===== src/rwp_pkg.sv =====
// ----------------------------------------------------------------------------
// rwp_pkg
// Types and constants shared by the record wrapper and packetizer.
// ----------------------------------------------------------------------------
package rwp_pkg;

    localparam logic       OP_START    = 1'b0;
    localparam logic       OP_DATA     = 1'b1;
    localparam logic [7:0] HEADER_MARK = 8'hB0;

    // header byte index
    localparam logic [1:0] HDR_MARK = 2'd0;
    localparam logic [1:0] HDR_LO   = 2'd1;
    localparam logic [1:0] HDR_HI   = 2'd2;
    localparam logic [1:0] HDR_SUM  = 2'd3;

    typedef struct packed {
        logic        op;
        logic [15:0] record_length;
        logic [7:0]  data_byte;
    } t_in_word;

    typedef struct packed {
        logic [7:0] out_byte;
        logic       packet_end;
        logic       record_end;
        logic       error_flag;
        logic       run_last;
    } t_out_word;

    typedef enum logic [2:0] {
        S_IDLE = 3'b001,
        S_HDR  = 3'b010,
        S_PAD  = 3'b100
    } t_state;

endpackage


===== src/rwp_in_if.sv =====
// ----------------------------------------------------------------------------
// rwp_in_if
// Valid/ready channel carrying one input word.
// ----------------------------------------------------------------------------
interface rwp_in_if;
    logic              valid;
    logic              ready;
    rwp_pkg::t_in_word data;

    modport source (output valid, output data, input ready);
    modport sink   (input valid, input data, output ready);
endinterface


===== src/rwp_out_if.sv =====
// ----------------------------------------------------------------------------
// rwp_out_if
// Valid/ready channel carrying one output word.
// ----------------------------------------------------------------------------
interface rwp_out_if;
    logic               valid;
    logic               ready;
    rwp_pkg::t_out_word data;

    modport source (output valid, output data, input ready);
    modport sink   (input valid, input data, output ready);
endinterface


===== src/record_wrap_and_packetize.sv =====
// ----------------------------------------------------------------------------
// record_wrap_and_packetize
// Wraps a record in a four-byte header and cuts the stream into fixed-size
// packets, padding the last packet of each record with zeros.
// ----------------------------------------------------------------------------
// output: payload or reject word out the cycle after accept, header bytes from S_HDR
// start word: accepted, then four header bytes sent through the byte unit
// payload word: one byte; last payload word followed by up to PACKET_BYTES-1 bytes of padding
// one output word per cycle while the output is not stalled, set by the single shared byte/position unit
// reset: synchronous, clears the sequencer, output valid and record state
// ----------------------------------------------------------------------------
module record_wrap_and_packetize #(
    parameter int PACKET_BYTES = 64
) (
    input  logic      i_clk,
    input  logic      i_rst_n,
    rwp_in_if.sink    i_in,
    rwp_out_if.source o_out
);

    localparam int PW = $clog2(PACKET_BYTES);

    rwp_pkg::t_state    r_state, n_state;
    logic [15:0]        r_rem, n_rem;
    logic [PW-1:0]      r_pos, n_pos;
    logic               r_open, n_open;
    logic [1:0]         r_hidx, n_hidx;
    logic [7:0]         r_sum, n_sum;
    logic               r_out_valid, n_out_valid;
    rwp_pkg::t_out_word r_out, n_out;

    logic          w_slot;
    logic          w_accept;
    logic [PW:0]   w_pos_inc;
    logic          w_pend;
    logic [PW-1:0] w_pos_next;
    logic [15:0]   w_rem_dec;
    logic [7:0]    w_hdr_byte;

    logic       e_emit;
    logic       e_err;
    logic [7:0] e_byte;
    logic       e_rend;
    logic       e_last;

    assign w_slot     = !r_out_valid || o_out.ready;
    assign i_in.ready = (r_state == rwp_pkg::S_IDLE) && w_slot;
    assign w_accept   = i_in.valid && i_in.ready;

    // shared position unit
    assign w_pos_inc  = {1'b0, r_pos} + {{PW{1'b0}}, 1'b1};
    assign w_pend     = (w_pos_inc == (PW+1)'(PACKET_BYTES));
    assign w_pos_next = w_pend ? '0 : w_pos_inc[PW-1:0];
    assign w_rem_dec  = r_rem - 16'd1;

    always_comb begin
        unique case (r_hidx)
            rwp_pkg::HDR_MARK: w_hdr_byte = rwp_pkg::HEADER_MARK;
            rwp_pkg::HDR_LO:   w_hdr_byte = r_rem[7:0];
            rwp_pkg::HDR_HI:   w_hdr_byte = r_rem[15:8];
            default:           w_hdr_byte = r_sum;
        endcase
    end

    always_comb begin
        n_state = r_state;
        n_rem   = r_rem;
        n_pos   = r_pos;
        n_open  = r_open;
        n_hidx  = r_hidx;
        n_sum   = r_sum;
        e_emit  = 1'b0;
        e_err   = 1'b0;
        e_byte  = '0;
        e_rend  = 1'b0;
        e_last  = 1'b0;

        unique case (r_state)
            rwp_pkg::S_IDLE: begin
                if (w_accept) begin
                    if (i_in.data.op == rwp_pkg::OP_START) begin
                        if (i_in.data.record_length == 16'd0 || r_open) begin
                            e_emit = 1'b1;
                            e_err  = 1'b1;
                            e_last = 1'b1;
                        end else begin
                            n_state = rwp_pkg::S_HDR;
                            n_rem   = i_in.data.record_length;
                            n_hidx  = rwp_pkg::HDR_MARK;
                            n_sum   = '0;
                            n_pos   = '0;
                            n_open  = 1'b1;
                        end
                    end else if (!r_open) begin
                        e_emit = 1'b1;
                        e_err  = 1'b1;
                        e_last = 1'b1;
                    end else begin
                        e_emit = 1'b1;
                        e_byte = i_in.data.data_byte;
                        n_rem  = w_rem_dec;
                        n_pos  = w_pos_next;
                        if (w_rem_dec != 16'd0) begin
                            e_last = 1'b1;
                        end else begin
                            e_rend = w_pend;
                            e_last = w_pend;
                            if (w_pend) begin
                                n_open = 1'b0;
                            end else begin
                                n_state = rwp_pkg::S_PAD;
                            end
                        end
                    end
                end
            end
            rwp_pkg::S_HDR: begin
                if (w_slot) begin
                    e_emit = 1'b1;
                    e_byte = w_hdr_byte;
                    n_pos  = w_pos_next;
                    n_sum  = r_sum + w_hdr_byte;
                    n_hidx = r_hidx + 2'd1;
                    if (r_hidx == rwp_pkg::HDR_SUM) begin
                        e_last  = 1'b1;
                        n_state = rwp_pkg::S_IDLE;
                    end
                end
            end
            rwp_pkg::S_PAD: begin
                if (w_slot) begin
                    e_emit = 1'b1;
                    n_pos  = w_pos_next;
                    e_rend = w_pend;
                    e_last = w_pend;
                    if (w_pend) begin
                        n_open  = 1'b0;
                        n_state = rwp_pkg::S_IDLE;
                    end
                end
            end
            default: begin
                n_state = rwp_pkg::S_IDLE;
            end
        endcase
    end

    always_comb begin
        n_out_valid = r_out_valid;
        n_out       = r_out;
        if (e_emit) begin
            n_out_valid      = 1'b1;
            n_out.out_byte   = e_err ? 8'd0 : e_byte;
            n_out.packet_end = e_err ? 1'b0 : w_pend;
            n_out.record_end = e_err ? 1'b0 : e_rend;
            n_out.error_flag = e_err;
            n_out.run_last   = e_last;
        end else if (o_out.ready) begin
            n_out_valid = 1'b0;
        end
    end

    always_ff @(posedge i_clk) begin
        if (!i_rst_n) begin
            r_state     <= rwp_pkg::S_IDLE;
            r_rem       <= '0;
            r_pos       <= '0;
            r_open      <= 1'b0;
            r_hidx      <= '0;
            r_sum       <= '0;
            r_out_valid <= 1'b0;
        end else begin
            r_state     <= n_state;
            r_rem       <= n_rem;
            r_pos       <= n_pos;
            r_open      <= n_open;
            r_hidx      <= n_hidx;
            r_sum       <= n_sum;
            r_out_valid <= n_out_valid;
        end
    end

    always_ff @(posedge i_clk) begin
        r_out <= n_out;
    end

    assign o_out.valid = r_out_valid;
    assign o_out.data  = r_out;

`ifndef ASSERT_OFF
    a_err_word: assert property (@(posedge i_clk) disable iff (!i_rst_n)
        (r_out_valid && r_out.error_flag) |->
            (r_out.run_last && r_out.out_byte == 8'd0 && !r_out.packet_end))
        else $error("error word malformed");

    a_rend_pend: assert property (@(posedge i_clk) disable iff (!i_rst_n)
        (r_out_valid && r_out.record_end) |-> r_out.packet_end)
        else $error("record end off a packet boundary");

    a_pad_open: assert property (@(posedge i_clk) disable iff (!i_rst_n)
        (r_state == rwp_pkg::S_PAD || r_state == rwp_pkg::S_HDR) |-> r_open)
        else $error("header or padding with no open record");

    a_start_hdr: assert property (@(posedge i_clk) disable iff (!i_rst_n)
        (w_accept && i_in.data.op == rwp_pkg::OP_START && !r_open &&
         i_in.data.record_length != 16'd0) |=>
            (r_state == rwp_pkg::S_HDR && r_hidx == rwp_pkg::HDR_MARK))
        else $error("valid start did not enter header");
`endif

endmodule

===== src/flat_wrapper.sv =====
// flat-port wrapper written by rule: the top's interface ports become plain ports
module record_wrap_and_packetize_flat 
#(
    parameter int PACKET_BYTES = 64
)
  (i_clk, i_rst_n, i_in_valid, i_in_data, i_in_ready, o_out_valid, o_out_data, o_out_ready);
  rwp_in_if i_in_i ();
  rwp_out_if o_out_i ();
  input  logic i_clk;
  input  logic i_rst_n;
  input wire logic [$bits(i_in_i.valid)-1:0] i_in_valid;
  input wire logic [$bits(i_in_i.data)-1:0] i_in_data;
  output wire logic [$bits(i_in_i.ready)-1:0] i_in_ready;
  output wire logic [$bits(o_out_i.valid)-1:0] o_out_valid;
  output wire logic [$bits(o_out_i.data)-1:0] o_out_data;
  input wire logic [$bits(o_out_i.ready)-1:0] o_out_ready;
  assign i_in_i.valid = i_in_valid;
  assign i_in_i.data = i_in_data;
  assign i_in_ready = i_in_i.ready;
  assign o_out_valid = o_out_i.valid;
  assign o_out_data = o_out_i.data;
  assign o_out_i.ready = o_out_ready;
  record_wrap_and_packetize #(.PACKET_BYTES(PACKET_BYTES)) u_core (.i_clk(i_clk), .i_rst_n(i_rst_n), .i_in(i_in_i), .o_out(o_out_i));
endmodule

===== config.mk =====
export PLATFORM = sky130hd
export DESIGN_NAME = record_wrap_and_packetize_flat
export DESIGN_NICKNAME = d
export VERILOG_FILES = /design/src/rwp_pkg.sv /design/src/rwp_in_if.sv /design/src/rwp_out_if.sv /design/src/record_wrap_and_packetize.sv /design/src/flat_wrapper.sv
export SDC_FILE = /design/constraint.sdc
export NUM_CORES = 1
export LEC_CHECK = 0
export CORE_MARGIN = 10
export CORE_UTILIZATION = 45
export DETAILED_ROUTE_END_ITERATION = 10
export DONT_BUFFER_PORTS = 1
export HOLD_SLACK_MARGIN = 0.08
export PLACE_DENSITY = 0.71
export SYNTH_ARGS = -nofsm -noshare
export SYNTH_HDL_FRONTEND = slang
export SYNTH_SLANG_ARGS = --single-unit

===== constraint.sdc =====
create_clock -name i_clk -period 8.1 [get_ports i_clk]
set_input_delay 0.405 -clock i_clk [delete_from_list [all_inputs] [get_ports i_clk]]
set_output_delay 0.405 -clock i_clk [all_outputs]
set_load 0.05 [all_outputs]

After elaboration in Yosys (flattened, before gate mapping)
Index checks and enable logic that the tools add are counted.

storage, ports and cells
  word-level logic and storage cells = 125
  register bits after elaboration = 49
  input bits = 29
  output and inout port bits = 14

operators by class
  reduce and logical (&&, ||, !) cells = 18
  equal/unequal tests = 21
  muxes and demuxes = 70
  add/sub/neg operators = 4

operator list
  cell                   number
  $mux 8                 8
  $mux 16                3
  $mux 6                 6
  $pmux 8 s2             2
  $mux 3                 10
  $mux 1                 29
  $pmux 8 s3             1
  $logic_not 16->1       1
  $reduce_bool 16->1     1
  $sub 16x1->16 const B  1
  $reduce_and 5->1       3
  $ne 2x1->1 const B     7
  $pmux 6 s2             1
  $ne 3x3->1 const B     3
  $pmux 3 s3             1
  $reduce_and 9->1       1
  $add 8x8->8            1
  $mux 2                 4
  $reduce_bool 2->1      4
  $add 6x1->7 const B    1
  $eq 7x7->1 const B     1
  $ne 2x2->1 const B     3
  $pmux 1 s2             3
  $eq 2x2->1 const B     2
  other kinds (14)       16

Longest topological paths before layout
Gate-level depths: netlist of run 1.

  word-level depth = 8
  gate-level depth with buffers = 14
  gate-level depth less buffers = 13

Least setup slack after synthesis of run 1
No wires, ideal clock.

  kind = register -> register
  from = reg u_core.r_hidx[1]
  to = reg u_core.r_sum[7]
  path buffers = 2
  setup slack = 5029 ps
  required time = 7978 ps
  clock period less this slack = 3071 ps
  cell stages (with the launch flop) = 14
  data arrival time = 2949 ps
  setup time = 122 ps
  cell sequence = dfxtp_1 -> ha_1 -> clkbuf_1 -> clkbuf_1 -> nor2_1 -> a21oi_1 -> inv_1 -> ha_1 -> a21o_1 -> a21oi_1 -> o21ai_0 -> or4_1 -> and4_1 -> a311o_1

between the ends
  word-level cells in the longest chain between the ends = 5
  elaborated cells between the ends (all ways) = 7
  classes of those cells = 1 x add/sub; 2 x eq/ne; 3 x mux; 1 x reduce/logical

RTL lines
  what                                line                              source
  start: declaration                  record_wrap_and_packetize.sv:27   logic [1:0] r_hidx, n_hidx;
  start signal: assignment            record_wrap_and_packetize.sv:177  r_hidx <= n_hidx;
  $eq 2x2->1 (tied with other cells)  record_wrap_and_packetize.sv:57   unique case (r_hidx)
  $pmux 8 s3 *                        record_wrap_and_packetize.sv:57
  $add 8x8->8 *                       record_wrap_and_packetize.sv:122  n_sum = r_sum + w_hdr_byte;
  $mux 8 *                            record_wrap_and_packetize.sv:118  if (w_slot) begin
  $pmux 8 s2 *                        record_wrap_and_packetize.sv:78   unique case (r_state)
  end signal: assignment              record_wrap_and_packetize.sv:178  r_sum <= n_sum;
  end: declaration                    record_wrap_and_packetize.sv:28   logic [7:0] r_sum, n_sum;

Mark *: on every way between the ends. The rest lies on a longest branch, timed or not. The select of a mux whose other input is x is not followed.
A chain may end at the register's enable or synchronous reset.

Worst setup path after layout of run 1
  from = reg u_core.r_hidx[0]
  to = reg u_core.r_sum[7]

The elaborated chain is that of the path after synthesis.

==> impl_metrics.csv, run 1 <==
group,metric,value,unit
cts,clk_latency,0.31,ns
drt,via_per_inst,6.26,
status,outcome,"complete, no violations",
cts,ctsResizeCount,0,
drt,wl,8.84,mm
floorplan,die-area,0.0114,mm^2
floorplan,rows,31,
yosys,syn-mean-instance-area,8.24,um^2
yosys,yosys_warnings,0,
critical_path,critPathTopFamily,"compound AO/OA/AOI/OAI gates",
yosys,synth_top_area_share,0.219,
yosys,synth_most_common_cell,"nand2_1",
global_routing,grt_max_degree,50,
yosys,yosysSeqAreaShare,0.326,
power,p_per_area,255,mW/mm^2
sta,max_freq,305,MHz
cts,post_cts_buffers,0,
cells_and_area,diodes,0,
yosys,syn_nets,455,
cts,cts_hold_buf,0,
cells_and_area,multi_input_area,0.00209,mm^2
yosys,ys.flop_type,"dfxtp_1",
global_routing,gr-total-overflow,0,
yosys,synth_edf_count,12,
drt,post_drt_wl_per_cell,18.0,um
drt,final_antenna_net_count,0,
global_routing,grt_pass1_vias,2890,
sta,whs,0.174,ns
placed_design,numPortBuffers,0,
drt,drt_iter0_drc,260,
critical_path,required,8.36,ns
critical_path,cp-end-kind,"flip-flop",
floorplan,die-width,107,um
cts,cts_tree,"yes",
sta,hold_viol_final,0,
yosys,synth_area_leaders,"dfxtp_1, edfxtp_1, ha_1, nand2_1, nor2_1",
cts,clk_pin_slew_worst_paths,0.10,ns
drt,drc,0,
global_routing,antenna_found_initial,0,
yosys,synthesis.area,0.00338,mm^2
critical_path,r2r_start,"u_core.r_hidx[0]",
critical_path,slowest_stage,"or4_1",
yosys,synthTopCellsByCount,"nand2_1, nor2_1, dfxtp_1, a21oi_1, clkbuf_1",
critical_path,crit_chain,"inv_1 -> ha_1 -> a22oi_1 -> nor2_1 -> a21oi_1 -> inv_1 -> ha_1 -> a21o_1 -> a21oi_1 -> o21ai_0 -> or4_1 -> a2111oi_0 -> a311o_1",
global_routing,grt_usage,0.153,
critical_path,startpoint,"u_core.r_hidx[0]",
floorplan,die_y,107,um
worst_hold_path,hp-class,"in -> reg",
yosys,ys_ff_latch,49,
yosys,synth_largest_area_cell,"dfxtp_1",
yosys,async_flop_share,0,
critical_path,cp_max_fo,8,
cells_and_area,drive_above_1_share,0.0691,
cts,numCtsBuffers,5,
job,cap_violations,0,
cells_and_area,area_growth_syn_to_layout,2.67,%
critical_path,critPathLaunchType,"flip-flop",
sta,period_share,0.405,
floorplan,fp.coreArea,0.00729,mm^2
power,ir_worst_vdd,0.144,mV
critical_path,cp.arrival,3.55,ns
sta,maxSlewViolCount,0,
yosys,synth_cell_types,70,
sta,setup_tns,0,ns
sta,max_slew_margin,0.335,
critical_path,critPathKind,"reg -> reg",
cells_and_area,seqCellArea,0.00110,mm^2
power,p_leak,1.28,nW
sta,worstMarginPinSlew,0.997,ns
drt,first_pass_iters,5,
cts,cts-root-buf,"clkbuf_8",
cts,htreeDepth,2,
sta,rsz0062_at_grt,"false",
cts,cts_sinks,49,
placed_design,gp_congestion,0.906,
cts,clock_path_buffers,2,
cells_and_area,final.fill_count,726,
global_routing,grt_pass1_wl,14.4,mm
critical_path,timing.critical_path.buf_inv,2,
drt,vias,3069,
sta,finClkSkew,0.00897,ns
sta,timing.final.crit_period,3.28,ns
cells_and_area,final_nets,435,
floorplan,start_util,0.463,
placed_design,hpwl,6.37,mm
floorplan,ios,43,
yosys,syn_inst,410,
sta,finalSetupViolCount,0,
worst_hold_path,worstHoldStart,"i_rst_n",
critical_path,critPathMaxStageDelay,0.42,ns
==> routing by layer <==
layer | global-route usage | part of all wire | wire length, um
met1 | 0.191 | 0.44 | 3890
met4 | 0.0580 | 0.022 | 197
met2 | 0.237 | 0.45 | 3940
met3 | 0.0533 | 0.092 | 813
met5 | 0 | 0 | 0
==> final cells by class <==
class                           instances  share of cell area
Tap cell                               99              0.0357
Inverter                               16              0.0173
Clock buffer                            6              0.0209
Sequential cell                        49               0.318
Clock inverter                          2             0.00433
Multi-Input combinational cell        318               0.604
==> sequential cells by signal (all words and copies together) (netlist names) <==
| register | cells |
|---|---|
| u_core.o_out.data | 12 |
| u_core.o_out.valid | 1 |
| u_core.r_hidx | 2 |
| u_core.r_open | 1 |
| u_core.r_pos | 6 |
| u_core.r_rem | 16 |
| u_core.r_state | 3 |
| u_core.r_sum | 8 |
==> report_power, final <==
| group | switching, W | internal, W | total [W] |
|---|---|---|---|
| sequential | 0.0000928 | 0.000292 | 0.000385 |
| combinational | 0.000209 | 0.000139 | 0.000348 |
| clock | 0.0000886 | 0.0000611 | 0.000150 |
| total | 0.000391 | 0.000492 | 0.000883 |
==> stage by stage <==
stage / util / cell area [um^2] / setup slack, ns / std cells / power (W)
finish: 0.475 / 3470 / 4.82 / 490 / 0.000883
global route: 0.475 / 3470 / 4.58 / 490 / 0.000943
CTS: 0.475 / 3470 / 4.85 / 490 / 0.000882
detailed placement: 0.463 / 3380 / 4.88 / 482 / 0.000733
global placement: 0.463 / 3380 / 5.02 / 482 / 0.000725
floorplan: - / 3380 / 5.03 / 410 / 0.000680
==> worst register-to-register path, stage by stage, from the launching register on <==
cell and delay [ns]:
dfxtp_1 0.37, inv_1 0.10, ha_1 0.30, a22oi_1 0.22
nor2_1 0.06, a21oi_1 0.29, inv_1 0.08, ha_1 0.27
a21o_1 0.18, a21oi_1 0.21, o21ai_0 0.15, or4_1 0.42
a2111oi_0 0.42, a311o_1 0.16
==> cell families after synthesis <==
family / share of synthesized area
mux: 0.0308
buf+inv: 0.0537
fa+ha+maj: 0.0615
compound gates: 0.228
simple gates: 0.279
xor+xnor: 0.0207
flops: 0.326
==> layout by cell type (no fill, tap or decap), drive strengths merged, types with 5 or more instances in the layout <==
cell type   n
o21ai      18
nor3b       6
clkbuf      6
nand2b      5
nand3      12
nor3        9
inv        16
nor2       40
or3         6
a21oi      27
nor4        8
nor2b      16
dfxtp      37
a31oi      10
nand2      44
a22o        6
edfxtp     12
o32ai      11
and3        5
ha         15
a22oi      11
and4        5
mux2i       7
xor2        6
==> worst paths after layout <==
check        slack [ns]                end  cells past startpoint
max                4.82    u_core.r_sum[7]                     13
min                0.17  u_core.r_state[0]                      1
max reg2reg        4.82    u_core.r_sum[7]                     13
min reg2reg        0.50    u_core.r_sum[5]                      2
Note: power is estimated with default switching activity, not from simulation.
==> run 2, diff against run 1 <==
--- a/config.mk
+++ b/config.mk
@@ -5,12 +5,13 @@
 export SDC_FILE = /design/constraint.sdc
 export NUM_CORES = 1
 export LEC_CHECK = 0
+export ABC_AREA = 1
 export CORE_MARGIN = 10
 export CORE_UTILIZATION = 45
 export DETAILED_ROUTE_END_ITERATION = 10
 export DONT_BUFFER_PORTS = 1
 export HOLD_SLACK_MARGIN = 0.08
-export PLACE_DENSITY = 0.71
+export PLACE_DENSITY = 0.73
 export SYNTH_ARGS = -nofsm -noshare
 export SYNTH_HDL_FRONTEND = slang
 export SYNTH_SLANG_ARGS = --single-unit
==> constraint.sdc (replaced) <==
create_clock -name i_clk -period 2.8 [get_ports i_clk]
set_input_delay 0.14 -clock i_clk [delete_from_list [all_inputs] [get_ports i_clk]]
set_output_delay 0.14 -clock i_clk [all_outputs]
set_load 0.05 [all_outputs]
==> impl_metrics.csv, run 2 <==
group,metric,value,unit
status,outcome,"complete, no violations",
global_routing,antenna_found_initial,0,
cts,numCtsBuffers,5,
placed_design,numPortBuffers,0,
yosys,synth_top_family_by_area,"simple AND/OR/NAND/NOR gates",
sta,hold_viol_final,0,
global_routing,gr-total-overflow,0,
drt,vias,3258,
yosys,synth_edf_count,12,
yosys,synth_top_area_share,0.218,
drt,post_drt_wl_per_cell,14.4,um
yosys,ys.flop_type,"dfxtp_1",
cells_and_area,area_growth_syn_to_layout,9.42,%
placed_design,dpl_cell_area,0.00349,mm^2
sta,max_slew_margin,0.288,
placed_design,hpwl,6.60,mm
yosys,synth_xor_area_frac,0.0177,
cells_and_area,largest_reg_flops,16,
drt,first_pass_iters,5,
power,p_per_area,698,mW/mm^2
critical_path,r2r_start,"u_core.r_hidx[1]",
cts,clk_latency,0.33,ns
yosys,synth_compound_area_frac,0.179,
yosys,muxShareOfSynthArea,0,
floorplan,die_y,107,um
sta,layout_setup_ws,0.190,ns
cells_and_area,diodes,0,
yosys,synth_adder_area_share,0.0611,
floorplan,die-width,107,um
yosys,yosysSeqAreaShare,0.324,
cells_and_area,largest-register,"u_core.r_rem",
sta,timing.final.crit_period,2.61,ns
critical_path,required,3.05,ns
sta,maxSlewViolCount,0,
placed_design,gp_congestion,0.905,
yosys,synth_largest_area_cell,"dfxtp_1",
yosys,async_flop_share,0,
drt,via_per_inst,5.34,
cells_and_area,final_common_cell,"nand2_1",
critical_path,cp_max_fo,8,
job,cap_violations,0,
cells_and_area,final.fill_count,757,
critical_path,cp-end-kind,"flip-flop",
cts,htreeDepth,2,
global_routing,grt_max_degree,27,
drt,drt_iter0_drc,274,
sta,worstMarginPinSlew,1.07,ns
floorplan,die-area,0.0114,mm^2
cells_and_area,final_area,0.00372,mm^2
yosys,syn-mean-instance-area,6.76,um^2
global_routing,grt_usage,0.154,
cells_and_area,mostFrequentLayoutCells,"nand2_1, inv_1, nor2_1",
floorplan,fp.coreArea,0.00729,mm^2
cells_and_area,fin_cells,610,
yosys,synthTopCellsByCount,"nand2_1, inv_1, nor2_1, o21ai_0, dfxtp_1",
cells_and_area,drive_above_1_share,0.0900,
sta,finalSetupViolCount,0,
yosys,ys_ff_latch,49,
global_routing,grt_pass1_wl,14.8,mm
sta,max_freq,383,MHz
worst_hold_path,worstHoldStart,"i_in_data[21]",
cts,cts_sinks,49,
cts,cts-root-buf,"clkbuf_8",
power,p_leak,1.65,nW
critical_path,cp.arrival,2.86,ns
yosys,syn_inst,503,
cells_and_area,final_nets,555,
floorplan,start_util,0.466,
cts,clk_pin_slew_worst_paths,0.11,ns
cells_and_area,multi_input_area,0.00200,mm^2
cells_and_area,seqCellArea,0.00111,mm^2
cts,clock_path_buffers,2,
yosys,synthSimpleGateAreaFrac,0.324,
critical_path,critPathLaunchType,"flip-flop",
yosys,synth_cell_types,46,
sta,period_share,0.932,
yosys,synth_area_leaders,"dfxtp_1, nand2_1, edfxtp_1, inv_1, nor2_1",
floorplan,rows,31,
yosys,yosys_warnings,0,
floorplan,ios,43,
worst_hold_path,hp-class,"in -> reg",
drt,wl,8.80,mm
sta,finClkSkew,0.0220,ns
yosys,syn_nets,548,
yosys,synth_most_common_cell,"nand2_1",
global_routing,grt_pass1_vias,3161,
critical_path,critPathKind,"reg -> reg",
power,ir_worst_vdd,0.350,mV
yosys,synthesis.area,0.00340,mm^2
cts,post_cts_buffers,0,
drt,drc,0,
cts,cts_tree,"yes",
drt,final_antenna_net_count,0,
critical_path,startpoint,"u_core.r_hidx[1]",
power,power,0.00260,W
placed_design,pre_cts_ws,0.0465,ns
placed_design,dp_cells,591,
run 2: cell families after synthesis:
| family | Yosys count |
|---|---|
| XOR/XNOR | 6 |
| AO/OA/AOI/OAI | 103 |
| flip-flops | 49 |
| buffers and inverters | 85 |
| adder cells (fa/ha/maj) | 16 |
| AND/OR/NAND/NOR | 244 |
run 2: worst paths after layout:
| kind | slack [ns] | end | cells past startpoint |
|---|---|---|---|
| worst max-delay path | 0.19 | u_core.r_sum[6] | 17 |
| worst min-delay path | 0.08 | u_core.r_rem[13] | 3 |
| worst max register to register | 0.19 | u_core.r_sum[6] | 17 |
| worst min register to register | 0.48 | u_core.r_pos[4] | 2 |
run 2: through the flow:
stage / util / hold slack, ns / setup TNS [ns]
2_1_floorplan: - / 0.289 / 0
3_3_place_gp: 0.478 / 0.275 / 0
3_5_place_dp: 0.478 / 0.287 / 0
4_1_cts: 0.506 / 0.0800 / 0
5_1_grt: 0.510 / 0.106 / -0.0140
6_report: 0.510 / 0.0824 / 0
run 2: power breakdown:
| part | internal, W | switching (W) | total, W |
|---|---|---|---|
| logic | 0.000354 | 0.000740 | 0.00109 |
| clock network | 0.000183 | 0.000278 | 0.000461 |
| registers | 0.000837 | 0.000204 | 0.00104 |
run 2: final cells by class:
class / instances / share of cell area
multi-input combinational: 369 / 0.538
sequential: 49 / 0.297
inverter: 72 / 0.0727
timing repair buffer: 13 / 0.0336
tap: 99 / 0.0333
clock buffer: 5 / 0.0185
clock inverter: 3 / 0.00673
run 2: critical path: stages, from the launching register on:
cell,delay [ns]
dfxtp_4,0.39
inv_1,0.07
ha_2,0.22
a221o_1,0.37
o21ai_2,0.07
inv_1,0.06
ha_1,0.18
inv_1,0.07
fa_1,0.17
nor2_1,0.06
o21ai_1,0.12
nand2_1,0.08
nand2_1,0.08
nand2_1,0.06
a21oi_2,0.14
o21ai_0,0.10
a21o_1,0.16
a21oi_1,0.13
run 2: timing repair:
action / in CTS / in global routing
endpoints found under the setup margin: 0 / 4
gates resized for setup: 0 / 12
hold endpoints to repair: 28 / 0
hold buffers: 11 / 0
run 2: metal layers:
metal,GRT usage,wire [um]
met1,0.205,4050
met2,0.245,3880
met3,0.0359,772
met4,0.0406,104
met5,0,0
